[config.mk]
export PLATFORM = sky130hd
export DESIGN_NAME = serpentine_led_matrix_frame_store_top
export DESIGN_NICKNAME = d
export VERILOG_FILES = /design/src/design/slmfs_pkg.sv /design/src/design/slmfs_row_mem.sv /design/src/design/slmfs_row_merge.sv /design/src/design/serpentine_led_matrix_frame_store_top.sv
export SDC_FILE = /design/constraint.sdc
export NUM_CORES = 1
export LEC_CHECK = 0
export BUFFER_PORTS_ARGS = -buffer_cell sky130_fd_sc_hd__buf_2
export CAP_MARGIN = 10
export CORE_MARGIN = 2
export CORE_UTILIZATION = 55
export DETAILED_ROUTE_END_ITERATION = 10
export PLACE_DENSITY = 0.84
export SLEW_MARGIN = 20
export SYNTH_ARGS = -nofsm -noshare
export SYNTH_HDL_FRONTEND = slang
export SYNTH_SLANG_ARGS = --single-unit
[constraint.sdc]
create_clock -name clk -period 2.49 [get_ports clk]
set_input_delay 0.249 -clock clk [delete_from_list [all_inputs] [get_ports clk]]
set_output_delay 0.249 -clock clk [all_outputs]
set_load 0.02 [all_outputs]
[src/design/slmfs_pkg.sv]
// Shared types and constants for the serpentine LED matrix frame store.
// No dependencies; imported by every module of the block.
`timescale 1ns / 1ps
`default_nettype none

package slmfs_pkg;

  localparam int ROWS_DEF     = 8;
  localparam int ROW_LEDS_DEF = 16;

  localparam int OP_W        = 2;
  localparam int ROW_FIELD_W = 3;
  localparam int ROW_BITS_W  = 16;
  localparam int COLOUR_W    = 2;
  localparam int PIX_W       = 2;
  localparam int LED_WORD_W  = 24;
  localparam int CFG_IDX_W   = 1;

  localparam logic [LED_WORD_W-1:0] COLOUR_ONE_RST = 24'd15;
  localparam logic [LED_WORD_W-1:0] COLOUR_TWO_RST = 24'd771;

  // register indexes of the configuration port
  localparam logic [CFG_IDX_W-1:0] CFG_COLOUR_ONE = 1'b0;
  localparam logic [CFG_IDX_W-1:0] CFG_COLOUR_TWO = 1'b1;

  // stored colour indexes; index 3 also shows dark
  localparam logic [PIX_W-1:0] PIX_DARK = 2'd0;
  localparam logic [PIX_W-1:0] PIX_ONE  = 2'd1;
  localparam logic [PIX_W-1:0] PIX_TWO  = 2'd2;

  typedef enum logic [OP_W-1:0] {
    OP_FACE = 2'd0,
    OP_MASK = 2'd1,
    OP_SEND = 2'd2
  } op_t;

  typedef enum logic [2:0] {
    ST_IDLE = 3'b001,
    ST_MASK = 3'b010,
    ST_SEND = 3'b100
  } state_t;

endpackage

`default_nettype wire

[src/design/slmfs_row_mem.sv]
// Row-wide pixel memory: one entry per matrix row, registered read port.
// Per-row valid flops make unwritten rows read as dark. Uses slmfs_pkg.
`timescale 1ns / 1ps
`default_nettype none

module slmfs_row_mem
  import slmfs_pkg::*;
#(
  parameter int ROWS  = ROWS_DEF,
  parameter int ROW_W = ROW_LEDS_DEF * PIX_W,
  parameter int AW    = (ROWS > 1) ? $clog2(ROWS) : 1
) (
  input  wire logic             clk,
  input  wire logic             rst_n,
  input  wire logic             wr_en,
  input  wire logic [AW-1:0]    wr_addr,
  input  wire logic [ROW_W-1:0] wr_data,
  input  wire logic             rd_en,
  input  wire logic [AW-1:0]    rd_addr,
  output logic      [ROW_W-1:0] rd_data
);

  logic [ROW_W-1:0] mem [ROWS];
  logic [ROWS-1:0]  valid_r;
  logic [ROW_W-1:0] q_r;
  logic             q_valid_r;

  always_ff @(posedge clk) begin
    if (wr_en) begin
      mem[wr_addr] <= wr_data;
    end
    if (rd_en) begin
      q_r <= mem[rd_addr];
    end
  end

  always_ff @(posedge clk) begin
    if (!rst_n) begin
      valid_r   <= '0;
      q_valid_r <= 1'b0;
    end else begin
      if (wr_en) begin
        valid_r[wr_addr] <= 1'b1;
      end
      if (rd_en) begin
        q_valid_r <= valid_r[rd_addr];
      end
    end
  end

  assign rd_data = q_valid_r ? q_r : '0;

endmodule

`default_nettype wire

[src/design/slmfs_row_merge.sv]
// Builds the new contents of a row from item bits, with serpentine mirroring
// on odd rows: face load replaces, mask overlay merges. Uses slmfs_pkg.
`timescale 1ns / 1ps
`default_nettype none

module slmfs_row_merge
  import slmfs_pkg::*;
#(
  parameter int ROW_LEDS = ROW_LEDS_DEF
) (
  input  wire logic                      face,
  input  wire logic                      odd,
  input  wire logic [ROW_BITS_W-1:0]     row_bits,
  input  wire logic [COLOUR_W-1:0]       colour,
  input  wire logic [ROW_LEDS*PIX_W-1:0] old_row,
  output logic      [ROW_LEDS*PIX_W-1:0] new_row
);

  logic [ROW_LEDS-1:0] bit_even;
  logic [ROW_LEDS-1:0] bit_odd;
  logic [ROW_LEDS-1:0] pbit;

  for (genvar j = 0; j < ROW_LEDS; j++) begin : g_pix
    // bits past the row_bits field read as zero
    if (j < ROW_BITS_W) begin : g_even
      assign bit_even[j] = row_bits[j];
    end else begin : g_even_z
      assign bit_even[j] = 1'b0;
    end
    if (ROW_LEDS - 1 - j < ROW_BITS_W) begin : g_odd
      assign bit_odd[j] = row_bits[ROW_LEDS-1-j];
    end else begin : g_odd_z
      assign bit_odd[j] = 1'b0;
    end
    assign pbit[j] = odd ? bit_odd[j] : bit_even[j];

    assign new_row[j*PIX_W +: PIX_W] = face    ? (pbit[j] ? PIX_ONE : PIX_DARK) :
                                       pbit[j] ? PIX_W'(colour) :
                                                 old_row[j*PIX_W +: PIX_W];
  end

endmodule

`default_nettype wire

[src/design/serpentine_led_matrix_frame_store_top.sv]
// Top level of the serpentine LED matrix frame store: control sequencer,
// colour registers and output stage. Uses slmfs_pkg, slmfs_row_mem, slmfs_row_merge.
//
//  port group | direction | handshake                | payload
//  in_        | in        | start high, busy low     | in_op, in_row, in_row_bits, in_colour
//  out_       | out       | out_valid, one cycle     | out_led_word, out_last, out_frame_end
//  cfg_       | in        | cfg_we, no wait          | cfg_index, cfg_wdata
//
// Face load: written straight into the row memory; busy stays low.
// Mask overlay: read of the row, then modify and write back from ST_MASK.
// Send: busy while the row is sent; words leave one per cycle after the
// registered memory read and the registered output stage.
// Reset clears per-row valid flags at once; no clearing pass is needed.
// The receiver cannot stall, so results never wait.
`timescale 1ns / 1ps
`default_nettype none

module serpentine_led_matrix_frame_store_top
  import slmfs_pkg::*;
#(
  parameter int ROWS     = ROWS_DEF,
  parameter int ROW_LEDS = ROW_LEDS_DEF
) (
  input  wire logic                   clk,
  input  wire logic                   rst_n,
  input  wire logic                   start,
  output logic                        busy,
  input  wire logic [OP_W-1:0]        in_op,
  input  wire logic [ROW_FIELD_W-1:0] in_row,
  input  wire logic [ROW_BITS_W-1:0]  in_row_bits,
  input  wire logic [COLOUR_W-1:0]    in_colour,
  output logic                        out_valid,
  output logic      [LED_WORD_W-1:0]  out_led_word,
  output logic                        out_last,
  output logic                        out_frame_end,
  input  wire logic                   cfg_we,
  input  wire logic [CFG_IDX_W-1:0]   cfg_index,
  input  wire logic [LED_WORD_W-1:0]  cfg_wdata
);

  localparam int AW       = (ROWS > 1) ? $clog2(ROWS) : 1;
  localparam int CW       = (ROW_LEDS > 1) ? $clog2(ROW_LEDS) : 1;
  localparam int ROW_W    = ROW_LEDS * PIX_W;
  localparam int LAST_ROW = ROWS - 1;
  localparam int LAST_PIX = ROW_LEDS - 1;

  state_t                  state_r, state_nxt;
  logic [ROW_FIELD_W-1:0]  row_r, row_nxt;
  logic [ROW_BITS_W-1:0]   bits_r, bits_nxt;
  logic [COLOUR_W-1:0]     colour_r, colour_nxt;
  logic [CW-1:0]           cnt_r, cnt_nxt;
  logic [LED_WORD_W-1:0]   colour_one_word_r, colour_two_word_r;
  logic                    out_valid_r, out_valid_nxt;
  logic [LED_WORD_W-1:0]   out_led_word_r, out_led_word_nxt;
  logic                    out_last_r, out_last_nxt;
  logic                    out_frame_end_r, out_frame_end_nxt;

  logic                    acc;
  logic                    row_ok;
  logic                    mem_wr_en;
  logic [AW-1:0]           mem_wr_addr;
  logic                    mem_rd_en;
  logic [ROW_W-1:0]        mem_rd_data;
  logic [ROW_W-1:0]        merged_row;
  logic                    mg_face;
  logic                    mg_odd;
  logic [ROW_BITS_W-1:0]   mg_bits;
  logic [COLOUR_W-1:0]     mg_colour;
  logic [PIX_W-1:0]        pix;
  logic                    pix_last;

  assign busy   = (state_r != ST_IDLE);
  assign acc    = start && !busy;
  assign row_ok = (32'(in_row) < 32'(ROWS));

  // face load uses the live item, mask write-back the held one
  assign mg_face   = (state_r == ST_IDLE);
  assign mg_odd    = mg_face ? in_row[0] : row_r[0];
  assign mg_bits   = mg_face ? in_row_bits : bits_r;
  assign mg_colour = mg_face ? in_colour : colour_r;

  assign mem_wr_en = (acc && row_ok && (in_op == OP_FACE)) || (state_r == ST_MASK);
  assign mem_wr_addr = (state_r == ST_MASK) ? AW'(row_r) : AW'(in_row);
  assign mem_rd_en = acc && row_ok && ((in_op == OP_MASK) || (in_op == OP_SEND));

  slmfs_row_mem #(
    .ROWS  (ROWS),
    .ROW_W (ROW_W),
    .AW    (AW)
  ) u_row_mem (
    .clk     (clk),
    .rst_n   (rst_n),
    .wr_en   (mem_wr_en),
    .wr_addr (mem_wr_addr),
    .wr_data (merged_row),
    .rd_en   (mem_rd_en),
    .rd_addr (AW'(in_row)),
    .rd_data (mem_rd_data)
  );

  slmfs_row_merge #(
    .ROW_LEDS (ROW_LEDS)
  ) u_row_merge (
    .face     (mg_face),
    .odd      (mg_odd),
    .row_bits (mg_bits),
    .colour   (mg_colour),
    .old_row  (mem_rd_data),
    .new_row  (merged_row)
  );

  assign pix      = mem_rd_data[cnt_r*PIX_W +: PIX_W];
  assign pix_last = (cnt_r == CW'(LAST_PIX));

  always_comb begin
    state_nxt         = state_r;
    row_nxt           = row_r;
    bits_nxt          = bits_r;
    colour_nxt        = colour_r;
    cnt_nxt           = cnt_r;
    out_valid_nxt     = 1'b0;
    out_led_word_nxt  = out_led_word_r;
    out_last_nxt      = 1'b0;
    out_frame_end_nxt = 1'b0;
    case (state_r)
      ST_IDLE: begin
        if (acc) begin
          row_nxt    = in_row;
          bits_nxt   = in_row_bits;
          colour_nxt = in_colour;
          cnt_nxt    = '0;
          if (row_ok && (in_op == OP_MASK)) begin
            state_nxt = ST_MASK;
          end else if (row_ok && (in_op == OP_SEND)) begin
            state_nxt = ST_SEND;
          end
        end
      end
      ST_MASK: begin
        state_nxt = ST_IDLE;
      end
      ST_SEND: begin
        out_valid_nxt = 1'b1;
        case (pix)
          PIX_ONE: out_led_word_nxt = colour_one_word_r;
          PIX_TWO: out_led_word_nxt = colour_two_word_r;
          default: out_led_word_nxt = '0;
        endcase
        out_last_nxt      = pix_last;
        out_frame_end_nxt = pix_last && (32'(row_r) == 32'(LAST_ROW));
        if (pix_last) begin
          state_nxt = ST_IDLE;
        end else begin
          cnt_nxt = cnt_r + CW'(1);
        end
      end
      default: begin
        state_nxt = ST_IDLE;
      end
    endcase
  end

  always_ff @(posedge clk) begin
    if (!rst_n) begin
      state_r           <= ST_IDLE;
      cnt_r             <= '0;
      out_valid_r       <= 1'b0;
      out_last_r        <= 1'b0;
      out_frame_end_r   <= 1'b0;
      colour_one_word_r <= COLOUR_ONE_RST;
      colour_two_word_r <= COLOUR_TWO_RST;
    end else begin
      state_r         <= state_nxt;
      cnt_r           <= cnt_nxt;
      out_valid_r     <= out_valid_nxt;
      out_last_r      <= out_last_nxt;
      out_frame_end_r <= out_frame_end_nxt;
      if (cfg_we) begin
        case (cfg_index)
          CFG_COLOUR_ONE: colour_one_word_r <= cfg_wdata;
          CFG_COLOUR_TWO: colour_two_word_r <= cfg_wdata;
          default: ;
        endcase
      end
    end
  end

  // item payload and output word: no reset
  always_ff @(posedge clk) begin
    row_r          <= row_nxt;
    bits_r         <= bits_nxt;
    colour_r       <= colour_nxt;
    out_led_word_r <= out_led_word_nxt;
  end

  assign out_valid     = out_valid_r;
  assign out_led_word  = out_led_word_r;
  assign out_last      = out_last_r;
  assign out_frame_end = out_frame_end_r;

  a_out_from_send: assert property (@(posedge clk) disable iff (!rst_n)
    out_valid |-> $past(state_r == ST_SEND))
    else $error("result strobe without a send cycle");

  a_send_starts: assert property (@(posedge clk) disable iff (!rst_n)
    (acc && row_ok && (in_op == OP_SEND)) |=> (state_r == ST_SEND) && (cnt_r == '0))
    else $error("accepted send did not start its run");

  a_mask_one_cycle: assert property (@(posedge clk) disable iff (!rst_n)
    (state_r == ST_MASK) |=> (state_r == ST_IDLE))
    else $error("mask write-back held more than one cycle");

  a_frame_end_last: assert property (@(posedge clk) disable iff (!rst_n)
    out_frame_end |-> (out_last && out_valid))
    else $error("frame end flagged away from the last word");

endmodule

`default_nettype wire

Word-level counts from Yosys, hierarchy flattened
Memories as Yosys holds them, arrays and structs flattened. A register that Yosys moved wholly into a read port is not among the register bits.
Cells that the tools add are included.

word-level totals
  input port bits = 52
  output and inout port bits = 28
  bits in writable memories = 256
  register bits = 112
  memories kept = 1

operators by class
  equality and inequality tests = 14
  shift-type cells = 1
  bitwise operators = 2
  muxes and demuxes = 84
  add/sub/neg operators = 1
  magnitude comparators = 3
  reduce and logical (&&, ||, !) cells = 16

memories
  memory         words  bits a word  read ports  clocked after memory_dff  wr ports  line                 RTL
  u_row_mem.mem  8      32           1           1                         1         slmfs_row_mem.sv:23  logic [ROW_W-1:0] mem [ROWS];

operators with widths
  kind                                                                      number
  2-bit 2-to-1 mux                                                          32
  24-bit one-hot mux with 2 select lines                                    1
  1-bit 2-to-1 mux                                                          38
  32-bit 2-to-1 mux                                                         1
  32-bit by 6-bit variable part select with 2-bit output                    1
  16-bit 2-to-1 mux                                                         1
  3-bit 2-to-1 mux                                                          5
  3-bit by 4-bit < comparator with 1-bit output (second input constant)     2
  4-bit 2-to-1 mux                                                          2
  8-bit bitwise OR                                                          1
  4-bit one-hot mux with 2 select lines                                     1
  2-bit AND reduction                                                       4
  3-bit equality test (second input constant)                               2
  2-bit inequality test (second input constant)                             3
  3-bit by 1-bit inequality test with 1-bit output (second input constant)  2
  3-bit one-hot mux with 2 select lines                                     1
  3-bit AND reduction                                                       2
  1-bit logical AND                                                         5
  4-bit by 1-bit adder with 4-bit output (second input constant)            1
  2-bit by 1-bit equality test with 1-bit output (second input constant)    2
  2-bit equality test (second input constant)                               2
  4-bit equality test (second input constant)                               1
  1-bit binary-select mux with 3-bit select                                 1
  1-bit demux with 3-bit select                                             1
  8 further kinds                                                           9

Longest topological paths before layout
  word-level depth = 7
  mapped depth = 8
  gate-level depth less buffers = 6

Hierarchy
From an unflattened synthesis, not the netlist that was laid out.

unflattened totals
  cell total of the unflattened synthesis = 1020
  area, all modules = 16484.6 sq um

by module, submodules not included
  module                                 area an instance (sq um)  cells an instance  times used  seq. area each (sq um)
  slmfs_row_mem                          11239.5                   476                1           8828.5
  serpentine_led_matrix_frame_store_top  4500.6                    454                1           2512.4
  slmfs_row_merge                        744.5                     90                 1           0.0

Worst setup path after synthesis
OpenSTA, ideal clock, no wires.

  kind = reg2reg
  start point = register cnt_r[1]
  end point = register out_led_word_r[0] (netlist: out_led_word[0]) (data pin)
  setup time = 0.266 ns
  arrival time = 2.354 ns
  data required time = 2.224 ns
  buffers on the path = 2
  cell stages (with the launch flop) = 8
  setup slack = -0.130 ns
  cell sequence = dfxtp_1 buf_6 mux4_1 mux4_2 and2_1 ha_1 clkbuf_1 nor2_1

between the ends
  longest elaborated chain between the ends = 3

RTL lines
  what                                                                                   line                                          RTL
  start: declaration                                                                     serpentine_led_matrix_frame_store_top.sv:51   logic [CW-1:0] cnt_r, cnt_nxt;
  start signal: assignment                                                               serpentine_led_matrix_frame_store_top.sv:174  cnt_r <= cnt_nxt;
  32-bit by 6-bit variable part select with 2-bit output (*)                             serpentine_led_matrix_frame_store_top.sv:112  assign pix = mem_rd_data[cnt_r*PIX_W +: PIX_W];
  2-bit equality test or 2-bit by 1-bit equality test with 1-bit output (tied branches)  serpentine_led_matrix_frame_store_top.sv:144  case (pix)
  24-bit one-hot mux with 2 select lines (*)                                             serpentine_led_matrix_frame_store_top.sv:144
  end signal: assignment                                                                 serpentine_led_matrix_frame_store_top.sv:193  out_led_word_r <= out_led_word_nxt;
  end: declaration                                                                       serpentine_led_matrix_frame_store_top.sv:54   logic [LED_WORD_W-1:0] out_led_word_r, out_led_word_nxt;

Every way passes the cells marked *; elsewhere a longest branch is shown, timed or not.
A chain may end at the register's enable or synchronous reset.

Worst setup path after layout
  start point = register cnt_r[1]
  end point = register out_led_word_r[9] (netlist: out_led_word[9]) (data pin)

The elaborated chain is that of the path after synthesis.

==> run summary <==
status: completed
WP buf/inv: 1
startpoint types: flop
list of most frequent post-synthesis cells: 333 x edfxtp_1, 111 x nand2_1, 68 x mux4_2
Critical Path Most Common Cell: mux4_2
DR pass1 iterations: 6
core area: 0.0289 sq mm
DRC viols: 0
Longest Clk Path Bufs: 3
Worst-Skew Late Latency: 0.54 ns
most common cell in the netlist: edfxtp_1
max-cap viol count: 0
IO buf count: 79
number of synthesized register bits: 400
Clock Power Share: 39.7%
count of cell types in the netlist: 42
Initial Utilization: 56.1%
vias in the first global route: 10100
Comb pwr share: 7.5%
Net Sw Frac: 22.3%
CTS tree: yes
Mapped Nets: 1081
Die X: 176 um
# rows: 62
Rel. slew slack: 33.3%
Routed Wire Length: 38300 um
CP cell instances: mux4_2 -> mux4_2 -> and2_4 -> ha_4 -> buf_6 -> a22oi_1 -> nor2_1
die area: 0.0308 sq mm
vias per inst: 6.26
CP Max Fanout: 12
dpl hpwl: 21400 um
areal power density over the cells: 754 mW/mm^2
Net Sw Power: 3.20 mW
synthesized area: 0.0162 sq mm
ranking of synthesized cells by area: edfxtp_1 62%, mux4_2 9.5%, dfxtp_1 8.3%, nand2_1 2.6%, mux2_2 2.3%
ANT cells: 0
Crit path largest cell delay: 0.51 ns
cell family with the largest share of critical-path delay: multiplexers
routed length per instance: 24.2 um
LEAKAGE: 6.33 nW
DR iter-0 viols: 1227
CP required: 2.77 ns
initial antenna violation count: 2
Worst VDD drop: 0.756 mV
type of the most critical hold path: in -> reg
Synth Warn #: 0
FMAX: 408 MHz
Fin. Hold Viols: 0
Cells after Synth: 1023
via count: 9898
EDFF count, synth: 333
clk root buf: clkbuf_16
RD Place Congestion: 0.854
Sink Count: 400
CTS HTree Levels: 2
Final min period: 2.45 ns
Die H: 176 um
register area share after synthesis: 70.1%
WS Path Type: reg -> reg
Clock Skews: 0.0183 ns
Worst-Margin Slew: 1.00 ns
remaining global-route overflow: 0
Avg Synthesized Cell Area: 15.8 sq um
# setup viols final: 0
CP max stage cell: mux4_2
crit path DAT: 2.73 ns
fin crit share: 98.5%
critical path capture point type: flop
Synth area leader: edfxtp_1
share of layout cells above drive strength 1: 25.6%
largest net degree at the start of global routing: 35
Power Internal: 11.2 mW
Synth-to-Final Area Change: 17.9%
GRT Total Usage: 25.0%
Final #Nets: 1225
Post-Layout Cell Count: 1581
Worst-path clk slew: 0.06 ns
r2r setup slk: 0.04 ns
placed cells: 1465
# IOs: 80
Post-Route Setup TNS: 0 ns
ys async rst share: 0%
first-pass GRT wire length: 58100 um
max-slew violation count: 0
Synth Flop Type: edfxtp_1
share of the synthesized area in the top cell type: 61.8%
share of power burned in registers: 52.8%
RSZ-0062 raised after global routing: true
CTS buffer count: 40
post-route ant nets: 0
[worst paths after layout]
check | from | endpoint | depth (start not counted)
min | rst_n | colour_two_word_r[1] | 2
max reg2reg | cnt_r[1] | out_led_word[9] | 7
min reg2reg | colour_one_word_r[11] | colour_one_word_r[11] | 2
max | cnt_r[1] | out_led_word[9] | 7
[final cells by class]
cell class	count	area (sq um)
clock inverter	20	131
multi-input combinational	540	4550
inverter	15	56.3
tap	384	480
timing repair buffer	170	1420
fill	1868	9780
clock buffer	52	1100
sequential	400	11300
[state kept, by name, indices dropped and copies added (netlist names)]
| name | flops |
|---|---|
| u_row_mem.q_valid_r | 1 |
| colour_one_word_r | 24 |
| state_r | 3 |
| u_row_mem.valid_r | 8 |
| colour_two_word_r | 24 |
| row_r | 3 |
| u_row_mem.mem | 256 |
| colour_r | 2 |
| bits_r | 16 |
| cnt_r | 4 |
| out_last | 1 |
| out_valid | 1 |
| u_row_mem.q_r | 32 |
| out_frame_end | 1 |
| out_led_word | 24 |
[placed cells by master (no fill, tap or decap), types with 16 or more instances in the layout]
cell and count:
a211oi_1 16, a21oi_1 61, a22oi_1 21, a31oi_1 24, buf_12 18, buf_2 78, buf_4 31, clkbuf_16 42
dfxtp_1 66, dlygate4sd3_1 42, edfxtp_1 333, mux2_2 33, mux2i_1 18, mux4_2 71, nand2_1 103, nand2b_1 33
nand3_1 45, nor2_1 29, nor2b_1 20
[cells by family (layout without fill, tap and decap cells)]
| group | Yosys count | in the layout | synth area share, % |
|---|---|---|---|
| DFF | 400 | 400 | 70.1 |
| and+or+nand+nor | 273 | 273 | 8.25 |
| AOI/OAI and AO/OA | 136 | 136 | 5.20 |
| muxes | 125 | 125 | 13.9 |
| buffers and inverters | 83 | 257 | 2.13 |
| adders and majority gates | 6 | 6 | 0.464 |
[metrics by stage]
stage	total power, mW	instance area, sq um	utilization (%)	setup WS, ns	hold WS [ns]
2_1_floorplan	8.32	16200	-	0.0101	0.348
3_3_place_gp	8.68	17400	60.2	-0.0440	0.427
3_5_place_dp	8.73	17400	60.2	-0.0820	0.446
4_1_cts	14.4	19000	65.9	0.00838	0.0272
5_1_grt	14.8	19100	66.1	-0.00777	0.0403
6_report	14.4	19100	66.1	0.0378	0.0510
[per-layer routing]
layer  routed length (um)  GRT usage (%)  share of wire (%)  vias to the layer above
li1                     -              -                  -                     4255
met1                14800           33.3                 39                     4960
met2                18900           41.7                 49                      571
met3                 3210           4.44                8.4                      106
met4                 1310           8.75                3.4                        6
met5                   90           1.60               0.24                        -
[power by group through the flow]
stage	sequential, mW	combinational, mW	clock, mW
finish	7.59	1.08	5.70
global route	7.60	1.16	6.05
CTS	7.59	1.06	5.76
detailed placement	7.73	1.00	0
global placement	7.71	0.965	0
floorplan	7.70	0.623	0
[what timing repair did]
action | CTS | global route
hold buffers | 42 | 0
pin swaps | 0 | 0
gates cloned | 0 | 0
buffers inserted | 0 | 2
endpoints found under the hold margin | 65 | 0
resized for setup | 2 | 9
endpoints found under the setup margin | 24 | 23
No activity file was read; power rests on OpenSTA's default activity.
